### src/rtl/r3sat_pkg.sv
// Shared types, constants and helpers for the random 3-SAT clause generator.
package r3sat_pkg;

  // Generator arithmetic
  localparam logic [63:0] GEN_MUL    = 64'd9395819399113;
  localparam logic [31:0] GEN_MUL_LO = GEN_MUL[31:0];
  localparam logic [31:0] GEN_MUL_HI = GEN_MUL[63:32];
  localparam logic [63:0] GEN_SUB    = 64'd49458174917981;
  localparam logic [63:0] GEN_OUTX   = 64'd135891753891;
  localparam int          GEN_SHIFT  = 17;
  localparam logic [63:0] SEED_RESET = 64'd6789175398151;

  // Field widths
  localparam int VAR_W     = 7;
  localparam int CNT_W     = 10;
  localparam int IDX_W     = 9;
  localparam int LIT_W     = 8;
  localparam int STATE_W   = 64;
  localparam int CFG_IDX_W = 2;

  // Limits
  localparam logic [VAR_W-1:0] MAX_VARS    = VAR_W'(64);
  localparam logic [CNT_W-1:0] MAX_CLAUSES = CNT_W'(512);
  localparam logic [VAR_W-1:0] VAR_RESET   = VAR_W'(64);
  localparam logic [CNT_W-1:0] CNT_RESET   = CNT_W'(512);

  // Remainder unit: bits folded in per cycle and cycles per draw
  localparam int MOD_STEP_BITS = 8;
  localparam int MOD_CYCLES    = STATE_W / MOD_STEP_BITS;
  localparam int MOD_CNT_W     = $clog2(MOD_CYCLES);

  localparam int NUM_LITS  = 3;
  localparam int LIT_SEL_W = 2;

  // Configuration register indexes
  localparam logic [CFG_IDX_W-1:0] CFG_VAR_COUNT    = 2'd0;
  localparam logic [CFG_IDX_W-1:0] CFG_CLAUSE_COUNT = 2'd1;
  localparam logic [CFG_IDX_W-1:0] CFG_SEED         = 2'd2;

  typedef enum logic [2:0] {
    ST_IDLE,
    ST_MUL0,
    ST_MUL1,
    ST_MUL2,
    ST_MIX,
    ST_MOD,
    ST_LIT,
    ST_OUT
  } ctrl_state_t;

  typedef enum logic [1:0] {
    MUL_NONE,
    MUL_LO_LO,
    MUL_HI_LO,
    MUL_LO_HI
  } mul_op_t;

  typedef struct packed {
    logic                 start;
    mul_op_t              mul_op;
    logic                 mix;
    logic                 mod_step;
    logic                 store_lit;
    logic [LIT_SEL_W-1:0] lit_sel;
    logic                 load_out;
  } ctrl_cmd_t;

  typedef struct packed {
    logic out_busy;
  } dp_status_t;

endpackage

### src/rtl/r3sat_ctrl.sv
// Sequencer for the clause generator: steps three draws, each multiply, mix, reduce, store.
module r3sat_ctrl
  import r3sat_pkg::*;
(
  input  logic       clk,
  input  logic       rst,
  input  logic       in_valid,
  output logic       in_ready,
  input  dp_status_t status,
  output ctrl_cmd_t  cmd
);

  ctrl_state_t          state, state_next;
  logic [MOD_CNT_W-1:0] mod_cnt, mod_cnt_next;
  logic [LIT_SEL_W-1:0] lit_sel, lit_sel_next;

  always_ff @(posedge clk) begin
    if (rst) begin
      state   <= ST_IDLE;
      mod_cnt <= '0;
      lit_sel <= '0;
    end else begin
      state   <= state_next;
      mod_cnt <= mod_cnt_next;
      lit_sel <= lit_sel_next;
    end
  end

  // Next state
  always_comb begin
    state_next   = state;
    mod_cnt_next = mod_cnt;
    lit_sel_next = lit_sel;
    unique case (state)
      ST_IDLE: begin
        lit_sel_next = '0;
        if (in_valid) begin
          state_next = ST_MUL0;
        end
      end
      ST_MUL0: state_next = ST_MUL1;
      ST_MUL1: state_next = ST_MUL2;
      ST_MUL2: state_next = ST_MIX;
      ST_MIX: begin
        mod_cnt_next = '0;
        state_next   = ST_MOD;
      end
      ST_MOD: begin
        mod_cnt_next = mod_cnt + MOD_CNT_W'(1);
        if (mod_cnt == MOD_CNT_W'(MOD_CYCLES - 1)) begin
          state_next = ST_LIT;
        end
      end
      ST_LIT: begin
        if (lit_sel == LIT_SEL_W'(NUM_LITS - 1)) begin
          state_next = ST_OUT;
        end else begin
          lit_sel_next = lit_sel + LIT_SEL_W'(1);
          state_next   = ST_MUL0;
        end
      end
      ST_OUT: begin
        if (!status.out_busy) begin
          state_next = ST_IDLE;
        end
      end
      default: state_next = ST_IDLE;
    endcase
  end

  // Outputs
  always_comb begin
    in_ready      = 1'b0;
    cmd.start     = 1'b0;
    cmd.mul_op    = MUL_NONE;
    cmd.mix       = 1'b0;
    cmd.mod_step  = 1'b0;
    cmd.store_lit = 1'b0;
    cmd.lit_sel   = lit_sel;
    cmd.load_out  = 1'b0;
    unique case (state)
      ST_IDLE: begin
        in_ready  = 1'b1;
        cmd.start = in_valid;
      end
      ST_MUL0: cmd.mul_op    = MUL_LO_LO;
      ST_MUL1: cmd.mul_op    = MUL_HI_LO;
      ST_MUL2: cmd.mul_op    = MUL_LO_HI;
      ST_MIX:  cmd.mix       = 1'b1;
      ST_MOD:  cmd.mod_step  = 1'b1;
      ST_LIT:  cmd.store_lit = 1'b1;
      ST_OUT:  cmd.load_out  = !status.out_busy;
      default: ;
    endcase
  end

endmodule

### src/rtl/r3sat_dp.sv
// Datapath: generator state, shared 32x32 multiplier, remainder unit, clause counter, output stage.
module r3sat_dp
  import r3sat_pkg::*;
(
  input  logic                    clk,
  input  logic                    rst,
  input  ctrl_cmd_t               cmd,
  output dp_status_t              status,
  input  logic                    reseed,
  input  logic [VAR_W-1:0]        n_eff,
  input  logic [CNT_W-1:0]        cnt_eff,
  input  logic [STATE_W-1:0]      seed,
  output logic                    out_valid,
  input  logic                    out_ready,
  output logic signed [LIT_W-1:0] lit_a,
  output logic signed [LIT_W-1:0] lit_b,
  output logic signed [LIT_W-1:0] lit_c,
  output logic [IDX_W-1:0]        clause_index,
  output logic                    last_clause
);

  logic [STATE_W-1:0] gen_state;
  logic [STATE_W-1:0] acc;
  logic [STATE_W-1:0] draw;
  logic [LIT_W-1:0]   rem;
  logic [IDX_W-1:0]   clause_counter;
  logic [IDX_W-1:0]   cur_idx;
  logic               cur_last;
  logic [LIT_W-1:0]   lit_work [NUM_LITS];

  // Shared multiplier
  logic [31:0] mul_a, mul_b;
  logic [63:0] mul_p;

  always_comb begin
    unique case (cmd.mul_op)
      MUL_HI_LO: begin
        mul_a = gen_state[63:32];
        mul_b = GEN_MUL_LO;
      end
      MUL_LO_HI: begin
        mul_a = gen_state[31:0];
        mul_b = GEN_MUL_HI;
      end
      default: begin
        mul_a = gen_state[31:0];
        mul_b = GEN_MUL_LO;
      end
    endcase
  end

  assign mul_p = 64'(mul_a) * 64'(mul_b);

  // Subtract, rotate by low six bits, fold in the shifted copy
  logic [STATE_W-1:0]   sub_v;
  logic [2*STATE_W-1:0] rot_dbl;
  logic [STATE_W-1:0]   rot_v;
  logic [STATE_W-1:0]   mix_v;

  assign sub_v   = acc - GEN_SUB;
  assign rot_dbl = {sub_v, sub_v} >> sub_v[5:0];
  assign rot_v   = rot_dbl[STATE_W-1:0];
  assign mix_v   = rot_v ^ (rot_v >> GEN_SHIFT);

  // Restoring remainder, several bits per cycle, MSB first
  logic [LIT_W-1:0] divisor;
  logic [LIT_W-1:0] rem_next;

  assign divisor = {n_eff, 1'b0};

  always_comb begin
    logic [LIT_W-1:0] r;
    r = rem;
    for (int i = 0; i < MOD_STEP_BITS; i++) begin
      r = {r[LIT_W-2:0], draw[STATE_W-1-i]};
      if (r >= divisor) begin
        r = r - divisor;
      end
    end
    rem_next = r;
  end

  // Literal mapping: low half -> +1..n, high half -> -n..-1
  logic [LIT_W-1:0] lit_v;
  assign lit_v = (rem < {1'b0, n_eff}) ? rem + LIT_W'(1) : rem - divisor;

  // Clause position at accept
  logic [IDX_W-1:0] idx_base;
  logic [IDX_W-1:0] idx_v;
  logic [CNT_W-1:0] idx_inc;

  assign idx_base = reseed ? '0 : clause_counter;
  assign idx_v    = ({1'b0, idx_base} >= cnt_eff) ? '0 : idx_base;
  assign idx_inc  = {1'b0, idx_v} + CNT_W'(1);

  always_ff @(posedge clk) begin
    if (rst) begin
      gen_state      <= SEED_RESET;
      clause_counter <= '0;
    end else begin
      if (cmd.start) begin
        if (reseed) begin
          gen_state <= seed;
        end
        clause_counter <= (idx_inc >= cnt_eff) ? '0 : idx_inc[IDX_W-1:0];
      end
      if (cmd.mix) begin
        gen_state <= mix_v;
      end
    end
  end

  always_ff @(posedge clk) begin
    if (cmd.start) begin
      cur_idx  <= idx_v;
      cur_last <= (idx_inc == cnt_eff);
    end
    unique case (cmd.mul_op)
      MUL_LO_LO: acc <= mul_p;
      MUL_HI_LO,
      MUL_LO_HI: acc[63:32] <= acc[63:32] + mul_p[31:0];
      default: ;
    endcase
    if (cmd.mix) begin
      draw <= mix_v ^ GEN_OUTX;
      rem  <= '0;
    end
    if (cmd.mod_step) begin
      draw <= draw << MOD_STEP_BITS;
      rem  <= rem_next;
    end
    if (cmd.store_lit) begin
      lit_work[cmd.lit_sel] <= lit_v;
    end
  end

  // Output stage
  always_ff @(posedge clk) begin
    if (rst) begin
      out_valid <= 1'b0;
    end else if (cmd.load_out) begin
      out_valid <= 1'b1;
    end else if (out_ready) begin
      out_valid <= 1'b0;
    end
  end

  always_ff @(posedge clk) begin
    if (cmd.load_out) begin
      lit_a        <= lit_work[0];
      lit_b        <= lit_work[1];
      lit_c        <= lit_work[2];
      clause_index <= cur_idx;
      last_clause  <= cur_last;
    end
  end

  assign status.out_busy = out_valid && !out_ready;

endmodule

### src/rtl/random_3sat_clause_generator_core.sv
// Top level of the random 3-SAT clause generator: config registers, sequencer, datapath.
//
//   channel  direction  handshake            payload
//   in       sink       in_valid/in_ready    reseed
//   out      source     out_valid/out_ready  lit_a, lit_b, lit_c, clause_index, last_clause
//   cfg      sink       cfg_valid/cfg_ready  cfg_index, cfg_data
//
// Per literal the sequencer steps through three beats on the shared 32x32 multiplier, a mix
// step, the remainder unit (8 bits per cycle over the 64-bit draw) and a store; after the
// third literal the clause is loaded into the output register.
// Input is accepted only while the sequencer is idle; a finished clause sits in the output
// register while the next beat is taken, and the next clause stalls until it drains.
// Sync active-high reset: config defaults, seed state, zero counter. cfg_ready always high.
module random_3sat_clause_generator_core
  import r3sat_pkg::*;
(
  input  logic                    clk,
  input  logic                    rst,
  input  logic                    in_valid,
  output logic                    in_ready,
  input  logic                    reseed,
  output logic                    out_valid,
  input  logic                    out_ready,
  output logic signed [LIT_W-1:0] lit_a,
  output logic signed [LIT_W-1:0] lit_b,
  output logic signed [LIT_W-1:0] lit_c,
  output logic [IDX_W-1:0]        clause_index,
  output logic                    last_clause,
  input  logic                    cfg_valid,
  output logic                    cfg_ready,
  input  logic [CFG_IDX_W-1:0]    cfg_index,
  input  logic [STATE_W-1:0]      cfg_data
);

  logic [VAR_W-1:0]   var_count;
  logic [CNT_W-1:0]   clause_count;
  logic [STATE_W-1:0] seed;

  assign cfg_ready = 1'b1;

  // Writes to unused indexes drop
  always_ff @(posedge clk) begin
    if (rst) begin
      var_count    <= VAR_RESET;
      clause_count <= CNT_RESET;
      seed         <= SEED_RESET;
    end else if (cfg_valid && cfg_ready) begin
      unique case (cfg_index)
        CFG_VAR_COUNT:    var_count    <= cfg_data[VAR_W-1:0];
        CFG_CLAUSE_COUNT: clause_count <= cfg_data[CNT_W-1:0];
        CFG_SEED:         seed         <= cfg_data;
        default: ;
      endcase
    end
  end

  // Effective counts: clamp to the limits, zero treated as one
  logic [VAR_W-1:0] n_eff;
  logic [CNT_W-1:0] cnt_eff;

  always_comb begin
    priority if (var_count > MAX_VARS) begin
      n_eff = MAX_VARS;
    end else if (var_count == '0) begin
      n_eff = VAR_W'(1);
    end else begin
      n_eff = var_count;
    end
    priority if (clause_count > MAX_CLAUSES) begin
      cnt_eff = MAX_CLAUSES;
    end else if (clause_count == '0) begin
      cnt_eff = CNT_W'(1);
    end else begin
      cnt_eff = clause_count;
    end
  end

  ctrl_cmd_t  cmd;
  dp_status_t status;

  r3sat_ctrl u_ctrl (
    .clk      (clk),
    .rst      (rst),
    .in_valid (in_valid),
    .in_ready (in_ready),
    .status   (status),
    .cmd      (cmd)
  );

  r3sat_dp u_dp (
    .clk          (clk),
    .rst          (rst),
    .cmd          (cmd),
    .status       (status),
    .reseed       (reseed),
    .n_eff        (n_eff),
    .cnt_eff      (cnt_eff),
    .seed         (seed),
    .out_valid    (out_valid),
    .out_ready    (out_ready),
    .lit_a        (lit_a),
    .lit_b        (lit_b),
    .lit_c        (lit_c),
    .clause_index (clause_index),
    .last_clause  (last_clause)
  );

  // A literal is never zero
  a_lit_nonzero: assert property (@(posedge clk) disable iff (rst)
    out_valid |-> (lit_a != '0) && (lit_b != '0) && (lit_c != '0))
    else $error("zero literal in output beat");

  // Literals a and c stay within plus or minus n
  a_lit_range: assert property (@(posedge clk) disable iff (rst)
    out_valid |-> ($signed(lit_a) <= $signed({1'b0, n_eff}))
               && ($signed(lit_a) >= -$signed({1'b0, n_eff}))
               && ($signed(lit_c) <= $signed({1'b0, n_eff}))
               && ($signed(lit_c) >= -$signed({1'b0, n_eff})))
    else $error("literal outside variable range");

  // Last flag agrees with the index and the clause count
  a_last_flag: assert property (@(posedge clk) disable iff (rst)
    out_valid |-> (last_clause == (({1'b0, clause_index} + CNT_W'(1)) == cnt_eff)))
    else $error("last_clause inconsistent with clause_index");

  // No new beat accepted while the sequencer is busy
  a_single_item: assert property (@(posedge clk) disable iff (rst)
    (in_valid && in_ready) |=> !in_ready)
    else $error("input accepted while busy");

endmodule
### config.mk
export PLATFORM = sky130hd
export DESIGN_NAME = random_3sat_clause_generator_core
export DESIGN_NICKNAME = d
export VERILOG_FILES = /design/src/rtl/r3sat_pkg.sv /design/src/rtl/r3sat_ctrl.sv /design/src/rtl/r3sat_dp.sv /design/src/rtl/random_3sat_clause_generator_core.sv
export SDC_FILE = /design/constraint.sdc
export NUM_CORES = 2
export LEC_CHECK = 0
export ABC_AREA = 1
export BUFFER_PORTS_ARGS = -buffer_cell sky130_fd_sc_hd__clkbuf_2
export CORE_ASPECT_RATIO = 0.7
export CORE_MARGIN = 4
export CORE_UTILIZATION = 35
export CTS_CLUSTER_DIAMETER = 100
export DETAILED_ROUTE_END_ITERATION = 8
export GPL_TIMING_DRIVEN = 0
export PLACE_DENSITY = 0.47
export SLEW_MARGIN = 15
export SYNTH_ARGS = -nofsm -noshare
export SYNTH_HDL_FRONTEND = slang
export SYNTH_SLANG_ARGS = --single-unit
### constraint.sdc
create_clock -name clk -period 16.9 [get_ports clk]
set_input_delay 0.845 -clock clk [delete_from_list [all_inputs] [get_ports clk]]
set_output_delay 0.845 -clock clk [all_outputs]
set_load 0.05 [all_outputs]
---- Word level (Yosys, flattened, before mapping) ----
Memory sizes are Yosys's and may differ from the RTL's. A register that Yosys moved wholly into a read port is not among the register bits.
Index checks and enable logic that the tools add are counted.
storage, ports and cells
  latch bits .............................. 0
  register bits ........................... 319
  memories ................................ 1
  word-level logic and storage cells ...... 136
  bits in read-only memories .............. 0
  RAM bits ................................ 24
  input bits .............................. 72
cells by class
  equality and inequality tests ........... 19
  $add $sub $neg .......................... 15
  mux-type cells .......................... 45
  divide/modulo/power cells ............... 0
  bitwise logic cells ..................... 2
  multiply operators ...................... 1
  reductions and logical operators ........ 21
  order comparisons ....................... 13
  shift-type cells ........................ 1
memory list
  memory         words  bits a word  rd ports  clocked after memory_dff  write ports  line            source
  u_dp.lit_work  3      8            3         3                         1            r3sat_dp.sv:29  logic [LIT_W-1:0] lit_work [NUM_LITS];
operators by type and width
  cell                                                                    count
  64-bit two-way mux                                                      5
  128-bit by 6-bit right shift with 64-bit output                         1
  8-bit >= comparator                                                     8
  32-bit by 32-bit multiplier with 64-bit output                          1
  32-bit two-way mux                                                      2
  32-bit case mux with 2 select lines                                     1
  64-bit by 46-bit subtractor with 64-bit output (second input constant)  1
  64-bit by 47-bit XOR with 64-bit output                                 1
  7-bit two-way mux                                                       9
  7-bit subtractor                                                        7
  32-bit adder                                                            1
  8-bit two-way mux                                                       4
  9-bit two-way mux                                                       3
  3-bit case mux with 8 select lines                                      1
  23-bit NOT                                                              1
  10-bit two-way mux                                                      2
  8-bit subtractor                                                        2
  3-bit equality test (second input constant)                             5
  2-bit nonzero test                                                      7
  3-bit two-way mux                                                       4
  9-bit by 1-bit adder with 10-bit output (second input constant)         1
  10-bit equality test                                                    1
  10-bit >= comparator                                                    1
  9-bit by 10-bit >= comparator with 1-bit output                         1
  other kinds (26)                                                        47

---- Logic depth before layout (Yosys ltp) ----
  word-level depth ........................ 20
  mapped depth ............................ 85
  mapped depth without buffers ............ 82

---- By module ----
From an unflattened synthesis, not the netlist that was laid out.
unflattened totals
  cell total of the unflattened synthesis .. 6936
  area total of the unflattened synthesis .. 50344.5 sq um
modules (own cells, without submodules)
  module                             instances  seq. area each (sq um)  cells an instance  area each (sq um)
  r3sat_dp                           1          7527.2                  6465               46811.1
  random_3sat_clause_generator_core  1          1621.6                  397                3046.7
  r3sat_ctrl                         1          160.2                   74                 486.7

---- Least setup slack after synthesis ----
No wires, ideal clock.
  kind .................................... register to register
  start point ............................. register var_count[1]
  end point ............................... register u_dp.rem[1], data pin
  library setup time ...................... 0.265 ns
  setup slack ............................. 4.734 ns
  arrival ................................. 11.901 ns
  stages on the path, launching flop included .. 82
  period minus slack after synthesis ...... 12.166 ns
  cells stage by stage .................... dfxtp_1 inv_1 nor2_1 inv_1 ha_1 nand2_1 o21ai_0 inv_1 nor2_1 o21ai_0 nand2_1 a21oi_1 o21bai_1 buf_2 nor2_1 a21oi_1 ha_1 a21oi_1 [... 46 more ...] o21ai_0 nand2_1 nand2_1 a21oi_1 clkbuf_1 o21ai_0 ha_1 nand2_1 o21ai_0 nand3_1 nand2_1 nand2_1 nand2_1 a21oi_1 inv_1 clkbuf_1 o21ai_0 a21oi_1
between the ends
  word-level cells in the longest chain between the ends .. 20
RTL lines
  item                                                        line                                     source
  start, declared                                             random_3sat_clause_generator_core.sv:35  logic [VAR_W-1:0] var_count;
  start signal, assigned                                      random_3sat_clause_generator_core.sv:49  CFG_VAR_COUNT: var_count <= cfg_data[VAR_W-1:0];
  branches (longest 2 deep; another with 7-bit > comparator)  --
  7-bit two-way mux (*)                                       random_3sat_clause_generator_core.sv:62  priority if (var_count > MAX_VARS) begin
  7-bit subtractor or 8-bit >= comparator (tied branches)     r3sat_dp.sv:77, r3sat_dp.sv:76
  7-bit two-way mux                                           r3sat_dp.sv:76                           if (r >= divisor) begin
  7-bit subtractor or 8-bit >= comparator (tied branches)     r3sat_dp.sv:77, r3sat_dp.sv:76
  7-bit two-way mux                                           r3sat_dp.sv:76
  7-bit subtractor or 8-bit >= comparator (tied branches)     r3sat_dp.sv:77, r3sat_dp.sv:76
  7-bit two-way mux                                           r3sat_dp.sv:76
  [... 3 more ...]                                            --
  7-bit two-way mux                                           r3sat_dp.sv:76
  7-bit subtractor or 8-bit >= comparator (tied branches)     r3sat_dp.sv:77, r3sat_dp.sv:76
  7-bit two-way mux                                           r3sat_dp.sv:76
  8-bit >= comparator or 7-bit subtractor (tied branches)     r3sat_dp.sv:76, r3sat_dp.sv:77
  7-bit two-way mux                                           r3sat_dp.sv:76
  8-bit subtractor or 8-bit >= comparator (tied branches)     r3sat_dp.sv:77, r3sat_dp.sv:76
  8-bit two-way mux (*)                                       r3sat_dp.sv:76
  8-bit two-way mux (*)                                       r3sat_dp.sv:128                          if (cmd.mod_step) begin
  end signal, assigned                                        r3sat_dp.sv:130                          rem <= rem_next;
  end, declared                                               r3sat_dp.sv:25                           logic [LIT_W-1:0] rem;
Mark *: on every way between the ends.
A chain may end at the register's enable or synchronous reset.

---- Worst setup path after layout ----
  start point ............................. register var_count[6]
  end point ............................... register u_dp.rem[6], data pin
Same word-level chain as after synthesis.

==> flow_summary.toml <==
[placed_design]
gp_congestion = 1.03
dp_slack_ps = 1590
portBuffers = 106
dpl.hpwl_um = 198000

[layout]
syn2layout_area_growth_pct = 9.01
drive_gt1_share_pct = 5.65
multi_input_area_um2 = 35300
ff_latch_area_um2 = 9310
finalNetCount = 8100
fill_cells = 15100

[setup_path]
crit_path_max_incr_delay_ps = 630
rr_worst_depth = 80
worstPathArrival_ps = 15470
cp_max_fo = 10
r2r-start = "var_count[6]$_SDFFE_PP1P_"
cp-startpoint = "var_count[6]$_SDFFE_PP1P_"
r2r_end = "u_dp.rem[6]$_SDFFCE_PN0P_"
start_kind = "flop"
rrSetupSlack_ps = 1770
endpoint_kind = "flop"
endpoint = "u_dp.rem[6]$_SDFFCE_PN0P_"
critPathRequiredTime_ps = 17240
cp_slowest_cell = "o21ai_0"
path_class = "reg -> reg"
path_common_cell = "nand2_1"

[floorplanning]
core_area_um2 = 141000
ios = 109
die_h_um = 323
die_w_um = 458
start_util_pct = 35.3
fp-row-count = 115
die-area_um2 = 148000

[routing]
drtAntennaViolNets = 0
wl_per_cell_um = 25.5
vias = 48600
drt-vias-per-instance = 5.43
wl_um = 228000
drt_iter0_drc = 5991
drc = 0
drtPass1Iterations = 8

[synthesis]
syn_area_per_cell_um2 = 7.22
synth_cell_types = 58
syn-cell-area_um2 = 49700
syn-num-nets = 7943
synth_xor_area_share_pct = 2.51
yosysWarnings = 0
seq_area_frac_synth_pct = 18.7
synth_edf_count = 196
synthArstFlopShare_pct = 0
synthFlopType = "edfxtp_1"
synthCells = 6875
ys_seq_elements = 367
synth_top_family_by_area = "adder cells"
synth_compound_area_share_pct = 8.19
yosys.area_share.simple_pct = 28.5
synthAdderAreaFrac_pct = 31.6
synth_mux_area_share_pct = 0.0202

[global_route]
grtUsageTotal_pct = 30.1
antenna_found_initial = 11
met1_usage_pct = 46.5
grtUsageMet2_pct = 41.9
grt_pass1_vias = 46100
grt.busiest_layer = "met1"
grtUsageMet3_pct = 8.13
overflow = 0
grt_pass1_wl_um = 324000
grt_max_degree = 54

[clock_tree]
clk_pin_slew_ps = 60
cts.path.max_buffers = 3
cts.hold.buffers_added = 0
cts_setup_buffers = 0
cts_root_buffer = "clkbuf_16"
cts_resized = 0
cts.htree.levels = 2
cts_tree = "built"
tritoncts_num_sinks = 367
cts_buffers = 42
insertion_delay_ps = 610

[timing]
fin_crit_ps = 15130
timing.final.crit_share_pct = 89.6
postLayoutSetupSlackWorst_ps = 1770
worst_slew_pin_slew_ps = 1320
rsz0062_at_grt = "no"
worst_clock_skew_ps = 43.3
finalSetupTns_ps = 0
finalHoldViolCount = 0
drv_slew = 0
setup_viol = 0
fmax_mhz = 66.1
slew-limit-headroom_pct = 11.6

[min_path]
min_path_type = "reg -> reg"

[flow_run]
maxCapViolations = 0

[outcome]
status = "completed"
## Yosys cell counts (51+ instances only)
cell / number / area share [%]
ha_1: 565 / 14
a21oi_1: 317 / 3.2
o21ai_0: 256 / 2.6
nor2_1: 421 / 3.2
xor2_1: 72 / 1.3
clkbuf_1: 117 / 0.88
edfxtp_1: 196 / 12
xnor2_1: 59 / 1.0
dfxtp_1: 171 / 6.9
inv_1: 1130 / 8.5
fa_1: 431 / 17
nand2_1: 1526 / 12
o21ai_1: 51 / 0.51
nand3_1: 1091 / 11
## worst min-delay path by stage
| stage | from | end | slack (ps) | cells past startpoint |
|---|---|---|---|---|
| 2_1_floorplan | u_dp.lit_work[0][0]$_DFFE_PP_ | lit_a[0]$_DFFE_PP_ | 400 | 0 |
| 3_3_place_gp | u_dp.lit_work[1][4]$_DFFE_PP_ | lit_b[4]$_DFFE_PP_ | 400 | 0 |
| 3_5_place_dp | u_dp.lit_work[0][4]$_DFFE_PP_ | lit_a[4]$_DFFE_PP_ | 400 | 0 |
| 4_1_cts | u_dp.lit_work[1][4]$_DFFE_PP_ | lit_b[4]$_DFFE_PP_ | 400 | 0 |
| 5_1_grt | u_dp.lit_work[1][5]$_DFFE_PP_ | lit_b[5]$_DFFE_PP_ | 420 | 0 |
| 6_report | u_dp.lit_work[1][5]$_DFFE_PP_ | lit_b[5]$_DFFE_PP_ | 390 | 0 |
## through the flow
stage	util (%)	std cells	hold slack [ps]	cell area, um^2
floorplan	-	6875	400	49700
global placement	37.3	8853	402	52500
detailed placement	37.5	8860	405	52700
CTS	38.5	8938	400	54100
global route	38.5	8938	417	54100
finish	38.5	8941	395	54100
## routing by layer
layer  wire, um  vias up
met5        289        -
met4       3640        2
met3      25100      196
met2      89400     2126
met1     110000    23600
li1           -    22700
## critical path, delay by kind of cell, from the launching register on
kind	cells	cell delay [ps]
compound gates	24	5160
simple gates	37	4860
fa+ha+maj	8	2490
buf+inv	11	2010
flops	1	360
## cell families after synthesis
logic type      Yosys count
compound gates          751
xor+xnor                137
fa+ha+maj               996
buf+inv                1370
flops                   367
mux                       1
other cells               2
simple gates           3251
## area by class of cell
cell class | count | area share, %
inverter | 1168 | 8.10
sequential | 367 | 17.2
clock buffer | 57 | 2.15
buffer | 202 | 1.50
multi-input combinational | 5138 | 65.1
timing repair buffer | 113 | 1.20
antenna | 3 | 0.0139
clock inverter | 21 | 0.421
tap | 1872 | 4.33
## registers in the layout (all words and copies together), names as in the netlist, 10 cells and up
| register | count |
|---|---|
| u_dp.gen_state | 64 |
| u_dp.acc | 64 |
| u_dp.lit_work | 24 |
| u_dp.draw | 64 |
| clause_count | 10 |
| seed | 64 |
## cells in the final DEF (no fill, tap or decap), types with 12 or more instances in the layout
cell / count
xnor2_1: 59
nand4_1: 36
clkbuf_2: 106
nor3_1: 34
dfxtp_1: 171
or2_2: 43
nand3_2: 16
inv_2: 33
ha_1: 565
nor4_1: 12
nor2_2: 37
inv_1: 1130
o21ai_0: 255
nor2_1: 397
buf_1: 50
xor2_1: 72
o211ai_1: 13
nand2_2: 31
fa_1: 431
buf_2: 32
a21oi_1: 317
clkbuf_16: 43
o21a_1: 12
o21ai_1: 52
nand3_1: 1091
a31oi_1: 43
clkbuf_1: 126
edfxtp_1: 196
nand2_1: 1526
Power is left out: the tool's default activity adds up to more than one toggle a clock period on the data nets, which glitch-free logic cannot reach.
